## src/design/icmpd_pkg.sv

```systemverilog
`timescale 1ns / 1ps
// ----------------------------------------------------------------------------
// ICMP decode package
// Shared constants, types and the ones-complement add used by the ICMP
// message decoder and checksum checker.
// ----------------------------------------------------------------------------
`default_nettype none

package icmpd_pkg;

  localparam int MAX_MESSAGE_BYTES = 1024;
  localparam int HEADER_BYTES      = 8;
  localparam int PAYLOAD_KEEP      = 8;

  localparam logic [7:0] RESET_MSG_TYPE = 8'd8;

  typedef enum logic [1:0] {
    ST_OK        = 2'd0,
    ST_MISMATCH  = 2'd1,
    ST_TOO_SHORT = 2'd2,
    ST_TOO_LONG  = 2'd3
  } status_t;

  typedef struct packed {
    logic [7:0]  msg_type;
    logic [7:0]  msg_code;
    logic [15:0] identifier;
    logic [15:0] sequence_res;
  } header_t;

  typedef struct packed {
    status_t      status;
    header_t      header;
    logic [63:0]  payload;
  } result_t;

  function automatic logic [15:0] oc_add(input logic [15:0] s, input logic [15:0] t);
    logic [16:0] v;
    logic [16:0] w;
    v = {1'b0, s} + {1'b0, t};
    w = {1'b0, v[15:0]} + {16'd0, v[16]};
    return w[15:0];
  endfunction

endpackage

`default_nettype wire

```

## src/design/icmpd_accum.sv

```systemverilog
`timescale 1ns / 1ps
// ----------------------------------------------------------------------------
// ICMP decode byte accumulator
// Holds the per-message state, captures the header and payload fields, keeps
// the ones-complement sum and forms the result on the final byte.
// ----------------------------------------------------------------------------
`default_nettype none

module icmpd_accum #(
  parameter int MAX_MESSAGE_BYTES = icmpd_pkg::MAX_MESSAGE_BYTES
) (
  input  wire logic              clk,
  input  wire logic              rst_n,
  input  wire logic              accept,
  input  wire logic [7:0]        data_byte,
  input  wire logic              last_byte,
  output logic                   res_load,
  output icmpd_pkg::result_t     res
);

  localparam int CntW = $clog2(MAX_MESSAGE_BYTES + 2);
  localparam logic [CntW-1:0] MaxCnt  = CntW'(MAX_MESSAGE_BYTES);
  localparam logic [CntW-1:0] HdrCnt  = CntW'(icmpd_pkg::HEADER_BYTES);
  localparam logic [CntW-1:0] PayEnd  =
    CntW'(icmpd_pkg::HEADER_BYTES + icmpd_pkg::PAYLOAD_KEEP);

  logic [CntW-1:0]     cnt_r, cnt_nxt;
  logic [15:0]         sum_r, sum_nxt;
  logic [7:0]          odd_r, odd_nxt;
  logic [15:0]         rcv_r, rcv_nxt;
  icmpd_pkg::header_t  hdr_r, hdr_nxt;
  logic [63:0]         pay_r, pay_nxt;
  icmpd_pkg::header_t  chdr_r, chdr_nxt;
  logic [63:0]         cpay_r, cpay_nxt;

  logic [15:0]         sum_base;
  logic [15:0]         sum_fin;
  logic [2:0]          lane;
  icmpd_pkg::status_t  status;

  always_comb begin
    sum_base = (cnt_r == '0) ? 16'd0 : sum_r;
    odd_nxt  = (cnt_r == '0) ? 8'd0 : odd_r;
    rcv_nxt  = (cnt_r == '0) ? 16'd0 : rcv_r;
    pay_nxt  = (cnt_r == '0) ? 64'd0 : pay_r;
    hdr_nxt  = hdr_r;
    sum_nxt  = sum_base;
    cnt_nxt  = cnt_r;
    chdr_nxt = chdr_r;
    cpay_nxt = cpay_r;
    lane     = 3'(cnt_r - HdrCnt);
    status   = icmpd_pkg::ST_OK;
    sum_fin  = sum_base;

    if (cnt_r < MaxCnt) begin
      if (cnt_r < HdrCnt) begin
        unique case (cnt_r[2:0])
          3'd0: hdr_nxt.msg_type = data_byte;
          3'd1: hdr_nxt.msg_code = data_byte;
          3'd2: rcv_nxt[15:8] = data_byte;
          3'd3: rcv_nxt[7:0] = data_byte;
          3'd4: hdr_nxt.identifier[15:8] = data_byte;
          3'd5: hdr_nxt.identifier[7:0] = data_byte;
          3'd6: hdr_nxt.sequence_res[15:8] = data_byte;
          3'd7: hdr_nxt.sequence_res[7:0] = data_byte;
        endcase
      end else if (cnt_r < PayEnd) begin
        pay_nxt[{lane, 3'b000} +: 8] = data_byte;
      end
      if (cnt_r != CntW'(2) && cnt_r != CntW'(3)) begin
        if (!cnt_r[0]) begin
          odd_nxt = data_byte;
        end else begin
          sum_nxt = icmpd_pkg::oc_add(sum_base, {odd_nxt, data_byte});
        end
      end
      cnt_nxt = cnt_r + CntW'(1);
    end else begin
      cnt_nxt = MaxCnt + CntW'(1);
    end

    if (cnt_nxt[0]) begin
      sum_fin = icmpd_pkg::oc_add(sum_nxt, {odd_nxt, 8'd0});
    end else begin
      sum_fin = sum_nxt;
    end

    if (cnt_nxt < HdrCnt) begin
      status = icmpd_pkg::ST_TOO_SHORT;
    end else if (cnt_nxt > MaxCnt) begin
      status = icmpd_pkg::ST_TOO_LONG;
    end else begin
      chdr_nxt = hdr_nxt;
      cpay_nxt = pay_nxt;
      status   = (~sum_fin == rcv_nxt) ? icmpd_pkg::ST_OK : icmpd_pkg::ST_MISMATCH;
    end

    if (!last_byte) begin
      chdr_nxt = chdr_r;
      cpay_nxt = cpay_r;
    end else begin
      cnt_nxt = '0;
    end
  end

  assign res_load       = accept && last_byte;
  assign res.status     = status;
  assign res.header     = chdr_nxt;
  assign res.payload    = cpay_nxt;

  always_ff @(posedge clk) begin
    if (!rst_n) begin
      cnt_r  <= '0;
      chdr_r <= '{msg_type: icmpd_pkg::RESET_MSG_TYPE, msg_code: 8'd0,
                  identifier: 16'd0, sequence_res: 16'd0};
      cpay_r <= 64'd0;
    end else if (accept) begin
      cnt_r  <= cnt_nxt;
      chdr_r <= chdr_nxt;
      cpay_r <= cpay_nxt;
    end
  end

  always_ff @(posedge clk) begin
    if (accept) begin
      sum_r <= sum_nxt;
      odd_r <= odd_nxt;
      rcv_r <= rcv_nxt;
      hdr_r <= hdr_nxt;
      pay_r <= pay_nxt;
    end
  end

endmodule

`default_nettype wire

```

## src/design/icmpd_outreg.sv

```systemverilog
`timescale 1ns / 1ps
// ----------------------------------------------------------------------------
// ICMP decode result register
// Holds one result item and presents it on the output channel until taken.
// ----------------------------------------------------------------------------
`default_nettype none

module icmpd_outreg (
  input  wire logic               clk,
  input  wire logic               rst_n,
  input  wire logic               load,
  input  wire icmpd_pkg::result_t res,
  input  wire logic               out_stall,
  output logic                    out_valid,
  output icmpd_pkg::result_t      out_res,
  output logic                    busy
);

  logic               valid_r, valid_nxt;
  icmpd_pkg::result_t res_r;

  always_comb begin
    valid_nxt = valid_r;
    if (load) begin
      valid_nxt = 1'b1;
    end else if (!out_stall) begin
      valid_nxt = 1'b0;
    end
  end

  always_ff @(posedge clk) begin
    if (!rst_n) begin
      valid_r <= 1'b0;
    end else begin
      valid_r <= valid_nxt;
    end
  end

  always_ff @(posedge clk) begin
    if (load) begin
      res_r <= res;
    end
  end

  assign out_valid = valid_r;
  assign out_res   = res_r;
  assign busy      = valid_r && out_stall;

endmodule

`default_nettype wire

```

## src/design/icmp_message_decode_check.sv

```systemverilog
`timescale 1ns / 1ps
// ----------------------------------------------------------------------------
// ICMP message decoder and checksum checker
// Parses an ICMP message byte by byte and checks its ones-complement sum.
// ----------------------------------------------------------------------------
// The input channel carries one message byte per item, with in_last_byte set
// on the final byte. The output channel carries one result item per message:
// a status, the committed type, code, identifier and sequence number, and the
// first eight payload bytes as a signed little-endian value.
// Bytes are taken one per cycle. The result item appears on the output in the
// cycle after the final byte is accepted, from a single result register.
// While a result waits under out_stall, ordinary bytes are still taken; only
// a final byte is held off until the waiting result has been taken, so the
// rate is one byte per cycle whenever results are taken promptly.
// Reset clears the byte count and the result register's valid flag, and sets
// the committed header to type 8 with all other fields zero.
// A too short or too long message reports the previously committed fields.
// ----------------------------------------------------------------------------
`default_nettype none

module icmp_message_decode_check #(
  parameter int MAX_MESSAGE_BYTES = icmpd_pkg::MAX_MESSAGE_BYTES
) (
  input  wire logic               clk,
  input  wire logic               rst_n,
  input  wire logic               in_valid,
  output logic                    in_stall,
  input  wire logic [7:0]         in_data_byte,
  input  wire logic               in_last_byte,
  output logic                    out_valid,
  input  wire logic               out_stall,
  output logic [1:0]              out_status,
  output logic [7:0]              out_msg_type,
  output logic [7:0]              out_msg_code,
  output logic [15:0]             out_identifier,
  output logic [15:0]             out_sequence_res,
  output logic signed [63:0]      out_payload_value
);

  logic               accept;
  logic               res_load;
  logic               busy;
  icmpd_pkg::result_t res;
  icmpd_pkg::result_t out_res;

  assign in_stall = busy && in_last_byte;
  assign accept   = in_valid && !in_stall;

  icmpd_accum #(
    .MAX_MESSAGE_BYTES(MAX_MESSAGE_BYTES)
  ) u_accum (
    .clk       (clk),
    .rst_n     (rst_n),
    .accept    (accept),
    .data_byte (in_data_byte),
    .last_byte (in_last_byte),
    .res_load  (res_load),
    .res       (res)
  );

  icmpd_outreg u_outreg (
    .clk       (clk),
    .rst_n     (rst_n),
    .load      (res_load),
    .res       (res),
    .out_stall (out_stall),
    .out_valid (out_valid),
    .out_res   (out_res),
    .busy      (busy)
  );

  assign out_status        = out_res.status;
  assign out_msg_type      = out_res.header.msg_type;
  assign out_msg_code      = out_res.header.msg_code;
  assign out_identifier    = out_res.header.identifier;
  assign out_sequence_res  = out_res.header.sequence_res;
  assign out_payload_value = $signed(out_res.payload);

endmodule

`default_nettype wire

```

## config.mk

```make
export PLATFORM = sky130hd
export DESIGN_NAME = icmp_message_decode_check
export DESIGN_NICKNAME = d
export VERILOG_FILES = /design/src/design/icmpd_pkg.sv /design/src/design/icmpd_accum.sv /design/src/design/icmpd_outreg.sv /design/src/design/icmp_message_decode_check.sv
export SDC_FILE = /design/constraint.sdc
export NUM_CORES = 1
export LEC_CHECK = 0
export BUFFER_PORTS_ARGS = -buffer_cell sky130_fd_sc_hd__clkbuf_2
export CAP_MARGIN = 20
export CORE_ASPECT_RATIO = 1.1
export CORE_UTILIZATION = 35
export CTS_CLUSTER_SIZE = 28
export DETAILED_ROUTE_END_ITERATION = 6
export PLACE_DENSITY = 0.57
export SETUP_SLACK_MARGIN = 0.15
export SLEW_MARGIN = 20
export SYNTH_ARGS = -nofsm -noshare
export SYNTH_HDL_FRONTEND = slang
export SYNTH_SLANG_ARGS = --single-unit
```

## constraint.sdc

```tcl
create_clock -name clk -period 14.2 [get_ports clk]
set_input_delay 0.71 -clock clk [delete_from_list [all_inputs] [get_ports clk]]
set_output_delay 0.71 -clock clk [all_outputs]
set_load 0.02 [all_outputs]
```

==> impl_metrics.yaml <==
worst_setup_path:
  criticalPathCategory: "flip-flop to flip-flop"
  critPathMaxFanout: 89
  critPathMostFrequentCell: "ha_1"
  cp-end-kind: "flip-flop"
  worstSetupPathDepth: 43
  worst-endpoint-arrival_ns: 10.98
  r2r_cells: 43
  cp_slowest_cell: "buf_4"
  path_delay_family: "simple AND/OR/NAND/NOR gates"
  critPathLaunchType: "flip-flop"
  path_buf_inv: 2
  critPathRequiredTime_ns: 14.48
  max_stage_delay_ns: 0.80
placed_design:
  dpl_cell_area_sq_mm: 0.02054
  numPortBuffers: 128
  hpwl_microns: 31350
  routabilityCongestion: 0.8894
power_and_ir_drop:
  p_sw_w: 0.0006219
  p_comb_share_pct: 9.3
  power_frac_clock_pct: 40.9
  pwr-share-seq_pct: 49.8
  vdd_ir_drop_max_v: 0.00007375
  intPower_w: 0.001931
  p_leak_nw: 8.024
  powerDensity_mw_per_mm2: 116.9
  swShare_pct: 24.36
clocking:
  cts-resized-gates: 0
  cts_root_buf: "clkbuf_16"
  hold_buffers: 0
  clk_pin_slew_worst_paths_ns: 0.06
  clockBufferDepth: 3
  postCtsSetupRepairBufs: 0
  clock_latency_ns: 0.55
  cts-htree-levels: 2
  cts_sinks: 390
  cts_tree: "yes"
  cts_made_buffers: 40
global_route:
  grt_max_degree: 159
  grt_first_pass_wirelength_microns: 77100
  grtUsageTotal_pct: 17.74
  grt_overflow: 0
  antenna_found_initial: 1
  grt_pass1_vias: 13280
timing:
  fmax_mhz: 93.48
  finalHoldViolations: 0
  worst_pin_slew_ns: 1.053
  min_period_ns: 10.70
  skew_ns: 0.02258
  report.final.slew_viol_count: 0
  totalNegativeSetupSlack_ns: 0
  post-route-period-util_pct: 75.33
  setup_violations: 0
  relSlewSlack_pct: 29.77
  rsz0062_at_grt: "false"
logic_synthesis:
  synth_edf_count: 266
  synth.top_cell.area_share_pct: 41.41
  synth_top_cell_by_area: "edfxtp_1"
  async_reset_ff_share_pct: 0
  ys_warn_count: 0
  syn_nets: 1872
  synthCells: 1825
  synth_cell_types: 89
  synth_area_leaders: "edfxtp_1, dfxtp_1, nand2_1"
  syn_area_per_cell_sq_um: 10.57
  synth_flop_cell: "edfxtp_1"
  synth_area_sq_mm: 0.01929
  ys_ff_latch: 390
  seq_area_frac_synth_pct: 54.28
floorplanning:
  core.rowCount: 89
  dieWidth_microns: 225.8
  fp.dieArea_sq_mm: 0.05605
  io_pins: 129
  chipHeight_microns: 248.2
  start_util_pct: 35.71
  core_area_sq_mm: 0.05401
detailed_routing:
  wl_per_cell_microns: 18.92
  vias_per_cell: 5.187
  dr_total_vias: 13760
  drt_wl_total_microns: 50160
  drc: 0
  antenna_left: 0
  drt_iter0_drc: 1003
  firstDrtPassIters: 6
job:
  cap_violations: 0
layout:
  area_growth_pct: 13.22
  finalInstanceArea_sq_mm: 0.02184
  final_layout_size_suffix_gt1_share_pct: 20.44
  nets: 1938
outcome:
  status: "finished clean"
hold_path:
  worst_hold_path.num_cells: 2
  hp-class: "flip-flop to flip-flop"
power by group through the flow:
stage               Clock, W  Sequential (W)  Combinational [W]
detailed placement         0         0.00130           0.000238
CTS                  0.00107         0.00127           0.000238
global placement           0         0.00129           0.000235
floorplan                  0         0.00131           0.000154
global route         0.00111         0.00127           0.000261
finish               0.00104         0.00127           0.000238
cell usage after synthesis (10+ instances only):
library cell and number:
a21boi_0 113, a21oi_1 29, a31oi_1 12, and2_1 26, and3_1 10, clkbuf_1 103, dfxtp_1 124, edfxtp_1 266
ha_1 32, inv_1 31, mux2_2 142, mux2i_1 11, nand2_1 435, nand2b_1 10, nand3_1 71, nand4_1 14
nor2_1 34, nor2b_1 13, nor3_1 25, nor4_1 10, o21ai_0 111, xnor2_1 30, xor2_1 14
stage by stage:
step / hold slack, ns / power, W / worst slack [ns] / util (%) / cells
6_report: 0.4596 / 0.002553 / 3.503 / 40.43 / 2652
4_1_cts: 0.4583 / 0.002582 / 3.607 / 40.42 / 2651
5_1_grt: 0.4803 / 0.002650 / 2.658 / 40.43 / 2651
3_5_place_dp: 0.4557 / 0.001533 / 3.633 / 38.03 / 2577
2_1_floorplan: 0.4349 / 0.001462 / 5.392 / - / 1825
3_3_place_gp: 0.4437 / 0.001529 / 4.017 / 38.03 / 2577
worst paths after layout:
check,start,endpoint,slack (ns)
hold / removal,u_accum.chdr_r[31]$_SDFFE_PN0P_,u_accum.chdr_r[31]$_SDFFE_PN0P_,0.46
setup reg to reg,u_accum.cnt_r[0]$_SDFFE_PN0P_,u_outreg.out_res[112]$_SDFFCE_PP0P_,3.50
setup / recovery,u_accum.cnt_r[0]$_SDFFE_PN0P_,u_outreg.out_res[112]$_SDFFCE_PP0P_,3.50
hold reg to reg,u_accum.chdr_r[31]$_SDFFE_PN0P_,u_accum.chdr_r[31]$_SDFFE_PN0P_,0.46
cell usage in the layout (no fill, tap or decap), types with 11 or more instances in the layout:
cell,instances
nand2_1,434
edfxtp_1,266
mux2_2,142
clkbuf_2,127
dfxtp_1,124
a21boi_0,113
o21ai_0,111
nand3_1,70
clkbuf_16,41
nor2_1,33
ha_1,32
inv_1,30
xnor2_1,30
a21oi_1,29
and2_1,26
nor3_1,23
nand4_1,14
xor2_1,14
buf_4,14
nor2b_1,13
a31oi_1,12
mux2i_1,11
metal layers:
| metal | GRT usage, % | up-vias | routed length [microns] |
|---|---|---|---|
| met1 | 24.35 | 6657 | 22810 |
| met4 | 6.683 | 2 | 1516 |
| met2 | 28.66 | 344 | 23440 |
| li1 | - | 6667 | - |
| met3 | 2.100 | 87 | 2390 |
| met5 | 0 | - | 9 |
cell families after synthesis:
group | Yosys count | share of synthesized area [%]
XOR/XNOR | 46 | 2.238
multiplexers | 155 | 9.011
AO/OA/AOI/OAI | 357 | 12.70
flip-flops | 390 | 54.28
buffers and inverters | 148 | 2.978
AND/OR/NAND/NOR | 694 | 16.45
adder cells (fa/ha/maj) | 35 | 2.335
cell type report:
class / instances / area [sq um]
inverter: 31 / 123.9
fill: 5194 / 32170
timing repair buffer: 141 / 740.7
clock inverter: 17 / 148.9
multi-input combinational: 1287 / 8294
tap: 728 / 910.9
sequential: 390 / 10470
antenna: 1 / 2.502
clock buffer: 57 / 1146
registers in the layout (all words and copies together) (netlist names), 8 cells and up:
name / flops
u_accum.sum_r: 16
u_accum.odd_r: 8
u_accum.hdr_r: 48
u_outreg.out_res: 114
u_accum.cnt_r: 11
u_accum.pay_r: 64
u_accum.chdr_r: 48
u_accum.cpay_r: 64
u_accum.rcv_r: 16
worst reg2reg max path: cells and delay by family (launching register included):
kind	cells	cell delay, ns
muxes	1	0.15
xor gates and xnor gates	1	0.25
buffers and inverters	2	1.03
adders and majority gates	6	1.83
AOI/OAI and AO/OA	12	2.61
and+or+nand+nor	21	3.86
DFF	1	0.68
Note: power is estimated with default switching activity, not from simulation.
